===== src/rtl/ltps_pkg.sv =====
// Shared types and constants for the line-trace PID steering block.
// No dependencies; every other rtl file refers to this package by scoped names.
package ltps_pkg;

  // Width of the running error-pair sum (trapezoidal integral state)
  localparam int SUM_WIDTH  = 24;
  localparam int ERR_WIDTH  = 8;
  localparam int DIFF_WIDTH = 9;
  localparam int GAIN_WIDTH = 16;

  localparam int P_PROD_WIDTH = GAIN_WIDTH + ERR_WIDTH;
  localparam int I_PROD_WIDTH = GAIN_WIDTH + SUM_WIDTH;
  localparam int D_PROD_WIDTH = GAIN_WIDTH + DIFF_WIDTH;
  localparam int PID_WIDTH    = SUM_WIDTH + GAIN_WIDTH + 2;

  // Q8.8 clamp of the PID sum and integer saturation of the drives
  localparam int PID_LIMIT   = 100 * 256;
  localparam int DRIVE_LIMIT = 100;

  // Register map, index = paddr[ADDR_WIDTH-1:2]
  localparam int ADDR_WIDTH = 5;
  localparam logic [2:0] REG_TARGET = 3'd0;
  localparam logic [2:0] REG_GAIN_P = 3'd1;
  localparam logic [2:0] REG_GAIN_I = 3'd2;
  localparam logic [2:0] REG_GAIN_D = 3'd3;
  localparam logic [2:0] REG_BASE   = 3'd4;

  localparam logic [6:0]  TARGET_RESET = 7'd50;
  localparam logic [15:0] GAIN_P_RESET = 16'd256;

  typedef struct packed {
    logic [6:0]         target_brightness;
    logic signed [15:0] gain_p;
    logic signed [15:0] gain_i_half_dt;
    logic signed [15:0] gain_d_over_dt;
    logic signed [7:0]  base_speed;
  } cfg_t;

endpackage


===== src/rtl/ltps_regs.sv =====
// APB-style configuration register file for the steering block.
// Depends on ltps_pkg (register map, reset values, cfg_t).
module ltps_regs (
  input  logic                          clk,
  input  logic                          rst,
  input  logic                          psel,
  input  logic                          penable,
  input  logic                          pwrite,
  input  logic [ltps_pkg::ADDR_WIDTH-1:0] paddr,
  input  logic [31:0]                   pwdata,
  output logic [31:0]                   prdata,
  output logic                          pready,
  output ltps_pkg::cfg_t                cfg
);

  logic       wr_en;
  logic [2:0] index;

  assign pready = 1'b1;
  assign wr_en  = psel && penable && pwrite;
  assign index  = paddr[ltps_pkg::ADDR_WIDTH-1:2];

  always_ff @(posedge clk) begin
    if (rst) begin
      cfg.target_brightness <= ltps_pkg::TARGET_RESET;
      cfg.gain_p            <= ltps_pkg::GAIN_P_RESET;
      cfg.gain_i_half_dt    <= '0;
      cfg.gain_d_over_dt    <= '0;
      cfg.base_speed        <= '0;
    end else if (wr_en) begin
      unique case (index)
        ltps_pkg::REG_TARGET: cfg.target_brightness <= pwdata[6:0];
        ltps_pkg::REG_GAIN_P: cfg.gain_p            <= pwdata[15:0];
        ltps_pkg::REG_GAIN_I: cfg.gain_i_half_dt    <= pwdata[15:0];
        ltps_pkg::REG_GAIN_D: cfg.gain_d_over_dt    <= pwdata[15:0];
        ltps_pkg::REG_BASE:   cfg.base_speed        <= pwdata[7:0];
        default: ;
      endcase
    end
  end

  always_comb begin
    unique case (index)
      ltps_pkg::REG_TARGET: prdata = {25'd0, cfg.target_brightness};
      ltps_pkg::REG_GAIN_P: prdata = {{16{cfg.gain_p[15]}}, cfg.gain_p};
      ltps_pkg::REG_GAIN_I: prdata = {{16{cfg.gain_i_half_dt[15]}}, cfg.gain_i_half_dt};
      ltps_pkg::REG_GAIN_D: prdata = {{16{cfg.gain_d_over_dt[15]}}, cfg.gain_d_over_dt};
      ltps_pkg::REG_BASE:   prdata = {{24{cfg.base_speed[7]}}, cfg.base_speed};
      default:              prdata = '0;
    endcase
  end

endmodule


===== src/rtl/ltps_error.sv =====
// Brightness, error, error difference and saturating pair-sum integral.
// Holds the block's state (previous error, pair sum). Depends on ltps_pkg.
module ltps_error (
  input  logic                                  clk,
  input  logic                                  rst,
  input  logic                                  ld,
  input  logic [7:0]                            red,
  input  logic [7:0]                            green,
  input  logic [7:0]                            blue,
  input  logic [6:0]                            target,
  output logic signed [ltps_pkg::ERR_WIDTH-1:0] err,
  output logic signed [ltps_pkg::SUM_WIDTH-1:0] pair_sum,
  output logic signed [ltps_pkg::DIFF_WIDTH-1:0] diff
);

  localparam int SW = ltps_pkg::SUM_WIDTH;

  logic [7:0]          mx;
  logic [14:0]         scaled;
  logic [15:0]         recip;
  logic [6:0]          bright;
  logic signed [7:0]   err_next;
  logic signed [8:0]   pair;
  logic signed [SW:0]  sum_wide;
  logic signed [SW-1:0] sum_next;
  logic signed [8:0]   diff_next;

  always_comb begin
    mx = red;
    if (green > mx) mx = green;
    if (blue > mx) mx = blue;
  end

  // floor(x/255) = (x + (x>>8) + 1) >> 8, exact for x below 65280
  assign scaled   = 15'(mx) * 15'd100;
  assign recip    = {1'b0, scaled} + {9'd0, scaled[14:8]} + 16'd1;
  assign bright   = recip[14:8];
  assign err_next = $signed({1'b0, bright}) - $signed({1'b0, target});

  assign pair      = {err_next[7], err_next} + {err[7], err};
  assign diff_next = {err_next[7], err_next} - {err[7], err};
  assign sum_wide  = {pair_sum[SW-1], pair_sum} + {{(SW+1-9){pair[8]}}, pair};

  always_comb begin
    if (sum_wide[SW] != sum_wide[SW-1]) begin
      sum_next = sum_wide[SW] ? {1'b1, {(SW-1){1'b0}}} : {1'b0, {(SW-1){1'b1}}};
    end else begin
      sum_next = sum_wide[SW-1:0];
    end
  end

  // err holds the previous error once the item has passed
  always_ff @(posedge clk) begin
    if (rst) begin
      err      <= '0;
      pair_sum <= '0;
    end else if (ld) begin
      err      <= err_next;
      pair_sum <= sum_next;
    end
  end

  always_ff @(posedge clk) begin
    if (ld) begin
      diff <= diff_next;
    end
  end

endmodule


===== src/rtl/ltps_mult.sv =====
// Registered P, I and D products of the gains with error terms.
// Depends on ltps_pkg (widths, cfg_t).
module ltps_mult (
  input  logic                                     clk,
  input  logic                                     ld,
  input  ltps_pkg::cfg_t                           cfg,
  input  logic signed [ltps_pkg::ERR_WIDTH-1:0]    err,
  input  logic signed [ltps_pkg::SUM_WIDTH-1:0]    pair_sum,
  input  logic signed [ltps_pkg::DIFF_WIDTH-1:0]   diff,
  output logic signed [ltps_pkg::P_PROD_WIDTH-1:0] p_prod,
  output logic signed [ltps_pkg::I_PROD_WIDTH-1:0] i_prod,
  output logic signed [ltps_pkg::D_PROD_WIDTH-1:0] d_prod
);

  localparam int PPW = ltps_pkg::P_PROD_WIDTH;
  localparam int IPW = ltps_pkg::I_PROD_WIDTH;
  localparam int DPW = ltps_pkg::D_PROD_WIDTH;

  always_ff @(posedge clk) begin
    if (ld) begin
      p_prod <= PPW'($signed(cfg.gain_p)) * PPW'($signed(err));
      i_prod <= IPW'($signed(cfg.gain_i_half_dt)) * IPW'($signed(pair_sum));
      d_prod <= DPW'($signed(cfg.gain_d_over_dt)) * DPW'($signed(diff));
    end
  end

endmodule


===== src/rtl/ltps_drive.sv =====
// PID sum, Q8.8 clamp, truncation toward zero and saturated wheel drives.
// Depends on ltps_pkg (widths, limits, cfg_t).
module ltps_drive (
  input  logic                                     clk,
  input  logic                                     ld,
  input  ltps_pkg::cfg_t                           cfg,
  input  logic signed [ltps_pkg::P_PROD_WIDTH-1:0] p_prod,
  input  logic signed [ltps_pkg::I_PROD_WIDTH-1:0] i_prod,
  input  logic signed [ltps_pkg::D_PROD_WIDTH-1:0] d_prod,
  output logic signed [7:0]                        turn_amount,
  output logic signed [7:0]                        left_drive,
  output logic signed [7:0]                        right_drive
);

  localparam int PW = ltps_pkg::PID_WIDTH;
  localparam logic signed [PW-1:0] PID_HI = PW'(ltps_pkg::PID_LIMIT);
  localparam logic signed [PW-1:0] PID_LO = -PID_HI;
  localparam logic signed [8:0]    DRV_HI = 9'(ltps_pkg::DRIVE_LIMIT);
  localparam logic signed [8:0]    DRV_LO = -DRV_HI;

  logic signed [PW-1:0] pid;
  logic signed [15:0]   pid_c;
  logic signed [7:0]    turn;
  logic signed [8:0]    left_w;
  logic signed [8:0]    right_w;
  logic signed [7:0]    left_s;
  logic signed [7:0]    right_s;

  assign pid = PW'($signed(p_prod)) + PW'($signed(i_prod)) + PW'($signed(d_prod));

  always_comb begin
    if (pid > PID_HI) begin
      pid_c = PID_HI[15:0];
    end else if (pid < PID_LO) begin
      pid_c = PID_LO[15:0];
    end else begin
      pid_c = pid[15:0];
    end
  end

  // floor by shift, then step up for a negative value with a fraction
  assign turn = pid_c[15:8] + {7'd0, pid_c[15] && (pid_c[7:0] != 8'd0)};

  assign left_w  = {cfg.base_speed[7], cfg.base_speed} - {turn[7], turn};
  assign right_w = {cfg.base_speed[7], cfg.base_speed} + {turn[7], turn};

  always_comb begin
    if (left_w > DRV_HI)      left_s = DRV_HI[7:0];
    else if (left_w < DRV_LO) left_s = DRV_LO[7:0];
    else                      left_s = left_w[7:0];
    if (right_w > DRV_HI)      right_s = DRV_HI[7:0];
    else if (right_w < DRV_LO) right_s = DRV_LO[7:0];
    else                       right_s = right_w[7:0];
  end

  always_ff @(posedge clk) begin
    if (ld) begin
      turn_amount <= turn;
      left_drive  <= left_s;
      right_drive <= right_s;
    end
  end

endmodule


===== src/rtl/line_trace_pid_steering.sv =====
// Line-trace PID steering: one RGB sample in, turn value and two wheel drives out.
// Four register stages: sample, error/integral, products, result. One transfer per
// cycle is sustained while out_ready keeps the result register draining, as the
// pair-sum update closes within the error stage. Synchronous reset clears the
// pipeline, the previous error and the pair sum, and loads register defaults.
module line_trace_pid_steering (
  input  logic                          clk,
  input  logic                          rst,
  // sample channel
  input  logic                          in_valid,
  output logic                          in_ready,
  input  logic [7:0]                    red,
  input  logic [7:0]                    green,
  input  logic [7:0]                    blue,
  // result channel
  output logic                          out_valid,
  input  logic                          out_ready,
  output logic signed [7:0]             turn_amount,
  output logic signed [7:0]             left_drive,
  output logic signed [7:0]             right_drive,
  // configuration port
  input  logic                          psel,
  input  logic                          penable,
  input  logic                          pwrite,
  input  logic [ltps_pkg::ADDR_WIDTH-1:0] paddr,
  input  logic [31:0]                   pwdata,
  output logic [31:0]                   prdata,
  output logic                          pready
);

  ltps_pkg::cfg_t cfg;

  // Stage valids; each stage loads when it is empty or its contents move on
  logic s1_valid, s2_valid, s3_valid;
  logic s1_free, s2_free, s3_free, out_free;
  logic s2_ld, s3_ld, out_ld;

  // Sample register
  logic [7:0] s1_red, s1_green, s1_blue;

  logic signed [ltps_pkg::ERR_WIDTH-1:0]    err;
  logic signed [ltps_pkg::SUM_WIDTH-1:0]    pair_sum;
  logic signed [ltps_pkg::DIFF_WIDTH-1:0]   diff;
  logic signed [ltps_pkg::P_PROD_WIDTH-1:0] p_prod;
  logic signed [ltps_pkg::I_PROD_WIDTH-1:0] i_prod;
  logic signed [ltps_pkg::D_PROD_WIDTH-1:0] d_prod;

  // Ready ripples back from the result register; a waiting result
  // still lets upstream bubbles fill.
  assign out_free = !out_valid || out_ready;
  assign s3_free  = !s3_valid || out_free;
  assign s2_free  = !s2_valid || s3_free;
  assign s1_free  = !s1_valid || s2_free;
  assign in_ready = s1_free;

  // State advances exactly once per item, when it leaves the sample register
  assign s2_ld  = s2_free && s1_valid;
  assign s3_ld  = s3_free && s2_valid;
  assign out_ld = out_free && s3_valid;

  always_ff @(posedge clk) begin
    if (rst) begin
      s1_valid  <= 1'b0;
      s2_valid  <= 1'b0;
      s3_valid  <= 1'b0;
      out_valid <= 1'b0;
    end else begin
      if (s1_free)  s1_valid  <= in_valid;
      if (s2_free)  s2_valid  <= s1_valid;
      if (s3_free)  s3_valid  <= s2_valid;
      if (out_free) out_valid <= s3_valid;
    end
  end

  always_ff @(posedge clk) begin
    if (in_valid && in_ready) begin
      s1_red   <= red;
      s1_green <= green;
      s1_blue  <= blue;
    end
  end

  ltps_regs u_regs (
    .clk     (clk),
    .rst     (rst),
    .psel    (psel),
    .penable (penable),
    .pwrite  (pwrite),
    .paddr   (paddr),
    .pwdata  (pwdata),
    .prdata  (prdata),
    .pready  (pready),
    .cfg     (cfg)
  );

  ltps_error u_error (
    .clk      (clk),
    .rst      (rst),
    .ld       (s2_ld),
    .red      (s1_red),
    .green    (s1_green),
    .blue     (s1_blue),
    .target   (cfg.target_brightness),
    .err      (err),
    .pair_sum (pair_sum),
    .diff     (diff)
  );

  ltps_mult u_mult (
    .clk      (clk),
    .ld       (s3_ld),
    .cfg      (cfg),
    .err      (err),
    .pair_sum (pair_sum),
    .diff     (diff),
    .p_prod   (p_prod),
    .i_prod   (i_prod),
    .d_prod   (d_prod)
  );

  ltps_drive u_drive (
    .clk         (clk),
    .ld          (out_ld),
    .cfg         (cfg),
    .p_prod      (p_prod),
    .i_prod      (i_prod),
    .d_prod      (d_prod),
    .turn_amount (turn_amount),
    .left_drive  (left_drive),
    .right_drive (right_drive)
  );

`ifndef SYNTHESIS
  // A transfer always lands in the sample register
  a_in_lands: assert property (@(posedge clk) disable iff (rst)
    in_valid && in_ready |=> s1_valid)
    else $error("input transfer lost");

  // Integral state moves only when an item passes the error stage
  a_sum_hold: assert property (@(posedge clk) disable iff (rst)
    !s2_ld |=> $stable(pair_sum) && $stable(err))
    else $error("pair sum changed without an item");

  a_turn_range: assert property (@(posedge clk) disable iff (rst)
    out_valid |-> (turn_amount <= 8'sd100) && (turn_amount >= -8'sd100))
    else $error("turn value out of range");

  a_drive_range: assert property (@(posedge clk) disable iff (rst)
    out_valid |-> (left_drive <= 8'sd100) && (left_drive >= -8'sd100) &&
                  (right_drive <= 8'sd100) && (right_drive >= -8'sd100))
    else $error("drive out of range");
`endif

endmodule


===== config.mk =====
export PLATFORM = sky130hd
export DESIGN_NAME = line_trace_pid_steering
export DESIGN_NICKNAME = d
export VERILOG_FILES = /design/src/rtl/ltps_pkg.sv /design/src/rtl/ltps_regs.sv /design/src/rtl/ltps_error.sv /design/src/rtl/ltps_mult.sv /design/src/rtl/ltps_drive.sv /design/src/rtl/line_trace_pid_steering.sv
export SDC_FILE = /design/constraint.sdc
export NUM_CORES = 2
export LEC_CHECK = 0
export BUFFER_PORTS_ARGS = -buffer_cell sky130_fd_sc_hd__buf_2
export CAP_MARGIN = 30
export CORE_UTILIZATION = 45
export DETAILED_ROUTE_END_ITERATION = 16
export GPL_TIMING_DRIVEN = 0
export PLACE_DENSITY = 0.57
export SLEW_MARGIN = 20
export SYNTH_ARGS = -nofsm -noshare
export SYNTH_HDL_FRONTEND = slang
export SYNTH_SLANG_ARGS = --single-unit

===== constraint.sdc =====
create_clock -name clk -period 16.03 [get_ports clk]
set_input_delay 2.4045 -clock clk [delete_from_list [all_inputs] [get_ports clk]]
set_output_delay 2.4045 -clock clk [all_outputs]
set_load 0.005 [all_outputs]

==> PnR_summary.wiki <==
{| class="wikitable"
! Metric !! Value
|-
| Wire length reported by the detailed router || around 110000 um
|-
| Number of nets in the layout || about 5600
|-
| Setup TNS || 0 ps
|-
| CP Data Required Time || between 15000 and 20000 ps
|-
| Number of filler instances in the final layout || between 8000 and 9000
|-
| Height of the die || 300 um
|-
| Ranking of synthesized cells by area || fa_1 33%, edfxtp_1 11%, ha_1 10%
|-
| Startpoint of the lowest-slack hold path || s1_valid$_SDFFE_PP0N_
|-
| Unique masters post-synth || just over 100
|-
| Async set-reset flop share out of synthesis || 0%
|-
| Area inside the core boundary || around 88000 sq um
|-
| Worst reg2reg path startpoint || s1_red[5]$_DFFE_PP_
|-
| Boundary Pins || about 130
|-
| Worst Setup EP || u_error.pair_sum[19]$_SDFFE_PP0P_
|-
| Total of hold buffers inserted after clock tree synthesis || 0
|-
| Number of global-route vias before repair || 31200
|-
| First-pass iteration count of the detailed router || 8
|-
| Largest net degree at the start of global routing || 25
|-
| Crit-path max FO || 17
|-
| Clock transition time at the flip-flop clock pins of the worst setup and hold paths || approximately 60 ps
|-
| CTS Buf Count || 34
|-
| P&R area growth vs syn || 8.59%
|-
| Count of standard-cell rows || between 100 and 150
|-
| Share of final-layout standard cells stronger than drive strength 1 || slightly below 6%
|-
| Diode insertion count for antenna repair || 0
|-
| Final setup violation count || 0
|-
| Overall die area || about 90000 sq um
|-
| Max-cap violations || 0
|-
| Final weighted congestion of routability-driven global placement || between 0.9 and 1
|-
| Outcome || finished clean
|-
| Syn nets || between 5000 and 6000
|-
| Total gr overflow || 0
|-
| Worst R2R End || u_error.pair_sum[19]$_SDFFE_PP0P_
|-
| Width of the chip || 300 um
|-
| Combined area of all synthesized cells || between 40000 and 50000 sq um
|-
| Share of the synthesized area in the top cell type || 33.4%
|-
| DR DRC count || 0
|-
| Crit-path most repeated cell || ha_1
|-
| Master cell of the clock root buffer || clkbuf_16
|-
| Dominant synthesized flop cell || edfxtp_1
|-
| Yosys reg bits || ~250
|-
| Clock tree from TritonCTS || done
|-
| Buffers from clock root to sink, at most || 3
|-
| Count of buffers added by post-CTS timing repair for setup || 0
|-
| Peak VDD IR || roughly 0.76 mV
|-
| Global-route wire length before repair || approximately 180000 um
|-
| Peak per-stage delay on the critical path || a little over 600 ps
|-
| Routed length per instance || about 19 um
|-
| Startpoint type of the worst setup path || flip-flop
|-
| CP max stage cell || xnor2_1
|-
| Yosys warning total || 0
|-
| Class of the most critical setup path || flip-flop to flip-flop
|-
| Post-DP HPWL || roughly 90000 um
|-
| Num Clock Sinks || 245
|-
| Final period util || 85.4%
|-
| Critical Path Sink Type || flip-flop
|-
| Per-instance average area after synthesis || 9.20 sq um
|-
| All-Layer GR Usage || between 20% and 30%
|-
| Initial standard-cell utilization of the core || about 45%
|-
| Pwr per Cell Area || 219 nW/um^2
|-
| Number of cells on the worst reg-to-reg path || 59
|-
| Worst path arrival time || approximately 14000 ps
|-
| Total via count in the routed design || between 30000 and 40000
|-
| Antenna violations before repair || 4
|-
| Number of H-tree branching levels || 2
|-
| Worst Hold Slack || between 400 and 500 ps
|-
| Unrepaired setup endpoints after global routing || false
|-
| Post-synthesis cell type with the largest combined area || fa_1
|-
| Critical Path Start || s1_red[5]$_DFFE_PP_
|-
| F_max || between 70 and 80 MHz
|-
| Via count normalized by instance count || about 5.3
|-
| Post-synth EDFFs || 146
|-
| Post-Syn Instances || roughly 4400
|-
| Remaining max-slew budget at the tightest pin || roughly two fifths
|-
| Final hold vios || 0
|-
| Skew-Pair Late Insertion Delay || between 500 and 600 ps
|-
| Fin crit period || roughly 14000 ps
|-
| Max Slew Vio Count || 0
|-
| Slew @ Worst Pin || 898 ps
|-
| Part of the Yosys area used for sequential elements || about 16%
|-
| R2R setup slack || between 2000 and 2500 ps
|-
| Final worst clock skew || about 37 ps
|-
| Gates resized, CTS repair || 0
|-
| Starting DRC count in detailed routing || 2096
|-
| Class of the tightest hold or removal check || flip-flop to flip-flop
|-
| Count of nets left with antenna violations after detail routing || 0
|-
| Static leakage || between 20 and 25 nW
|-
| Number of port buffers || approximately 110
|}
## layout make-up
| type | instances | area [sq um] | share of cell area, % |
|---|---|---|---|
| Inverter | 744 | 2790 | 6.42 |
| Tap cell | 1165 | 1460 | 3.35 |
| Timing Repair Buffer | 119 | 783 | 1.80 |
| Sequential cell | 245 | 6370 | 14.6 |
| Clock inverter | 21 | 262 | 0.601 |
| Clock buffer | 40 | 893 | 2.05 |
| Buffer | 208 | 948 | 2.18 |
| Multi-Input combinational cell | 3158 | 30000 | 69.0 |
## kinds of logic (layout without fill, tap and decap cells)
| kind of cell | Yosys count | after routing | share of synthesized area [%] |
|---|---|---|---|
| and+or+nand+nor | 1278 | 1278 | 15.3 |
| adders and majority gates | 1010 | 1010 | 44.0 |
| buffers and inverters | 952 | 1132 | 9.34 |
| AOI/OAI and AO/OA | 646 | 646 | 10.4 |
| DFF | 245 | 245 | 15.9 |
| xor gates and xnor gates | 177 | 177 | 3.87 |
| muxes | 46 | 46 | 1.18 |
| other | 1 | 1 | 0.00936 |
## critical path: cells and delay by family (launching register included)
kind	cells	cell delay (ps)
compound gates	27	5280
fa+ha+maj	10	3420
simple gates	10	1810
buf+inv	9	1600
xor+xnor	3	1020
flops	1	410
## cell usage in the layout (no fill, tap or decap), drive strengths merged, types with 10 or more instances in the layout
| cell | count |
|---|---|
| inv | 749 |
| fa | 669 |
| nand2 | 583 |
| ha | 334 |
| and2 | 268 |
| a21oi | 235 |
| clkbuf | 211 |
| nor2 | 167 |
| buf | 155 |
| edfxtp | 146 |
| xnor2 | 126 |
| o21ai | 112 |
| dfxtp | 99 |
| nand2b | 58 |
| a21o | 53 |
| xor2 | 51 |
| nand3 | 44 |
| nor3 | 44 |
| o21bai | 36 |
| a211oi | 36 |
| mux2i | 35 |
| o21a | 24 |
| nand4 | 23 |
| nor2b | 20 |
| o22ai | 20 |
| a22oi | 17 |
| o211ai | 15 |
| nor4 | 12 |
| mux2 | 11 |
| and3 | 11 |
| clkinv | 11 |
| a211o | 10 |
| a31oi | 10 |
| o31ai | 10 |
## sequential cells by signal, summed over array words and instances, names as in the netlist, 8 cells and up
| name | flops |
|---|---|
| s1_red | 8 |
| u_drive.turn_amount | 8 |
| u_error.diff | 9 |
| u_drive.right_drive | 8 |
| u_regs.cfg | 63 |
| u_drive.left_drive | 8 |
| u_error.pair_sum | 24 |
| u_mult.i_prod | 40 |
| u_mult.d_prod | 25 |
| u_error.err | 8 |
| s1_green | 8 |
| u_mult.p_prod | 24 |
| s1_blue | 8 |
## worst min-delay path by stage
stage | end | slack [ps] | cells past startpoint
global placement | s2_valid$_SDFFE_PP0P_ | 460 | 2
floorplan | s2_valid$_SDFFE_PP0P_ | 440 | 2
CTS | s2_valid$_SDFFE_PP0P_ | 470 | 2
detailed placement | s2_valid$_SDFFE_PP0P_ | 460 | 2
global route | s2_valid$_SDFFE_PP0P_ | 490 | 2
finish | s2_valid$_SDFFE_PP0P_ | 460 | 2
## synth_stat cells, types with 11 or more instances
| cell | n |
|---|---|
| a211oi_1 | 33 |
| a21o_1 | 52 |
| a21oi_1 | 230 |
| a22oi_1 | 17 |
| and2_1 | 265 |
| buf_4 | 18 |
| clkbuf_1 | 168 |
| dfxtp_1 | 99 |
| edfxtp_1 | 146 |
| fa_1 | 669 |
| ha_1 | 334 |
| inv_1 | 743 |
| mux2_2 | 11 |
| mux2i_1 | 35 |
| nand2_1 | 583 |
| nand2b_1 | 58 |
| nand3_1 | 44 |
| nand4_1 | 22 |
| nor2_1 | 166 |
| nor2b_1 | 20 |
| nor3_1 | 44 |
| nor4_1 | 12 |
| o211ai_1 | 14 |
| o21a_1 | 24 |
| o21ai_0 | 99 |
| o21bai_1 | 36 |
| o22ai_1 | 20 |
| xnor2_1 | 126 |
| xor2_1 | 51 |
## power by group
part | leakage [nW] | switching, mW | total, mW | internal, mW
Clock | 0.564 | 0.316 | 0.787 | 0.471
Combinational | 17.4 | 4.70 | 7.71 | 3.01
Sequential | 2.17 | 0.147 | 1.02 | 0.875
Total | 20.2 | 5.17 | 9.52 | 4.35
## metrics by stage
step | instances | area [sq um] | worst slack [ps] | power, mW | util, %
2_1_floorplan | 4355 | 40100 | 3360 | 6.63 | -
3_3_place_gp | 5625 | 42000 | 793 | 8.50 | 47.6
3_5_place_dp | 5637 | 42300 | 2370 | 8.64 | 48.0
4_1_cts | 5698 | 43500 | 2270 | 9.50 | 49.3
5_1_grt | 5700 | 43500 | 1140 | 10.5 | 49.3
6_report | 5700 | 43500 | 2330 | 9.52 | 49.3
## metal layers
metal  wire length [um]  vias up  track usage [%]
li1                   -    14200                -
met1              50700    15100             35.9
met2              50100      783             40.7
met3               5970      145             2.88
met4               2900        0             6.71
met5                  0        -                0
Power figures use the tool's default switching activity.
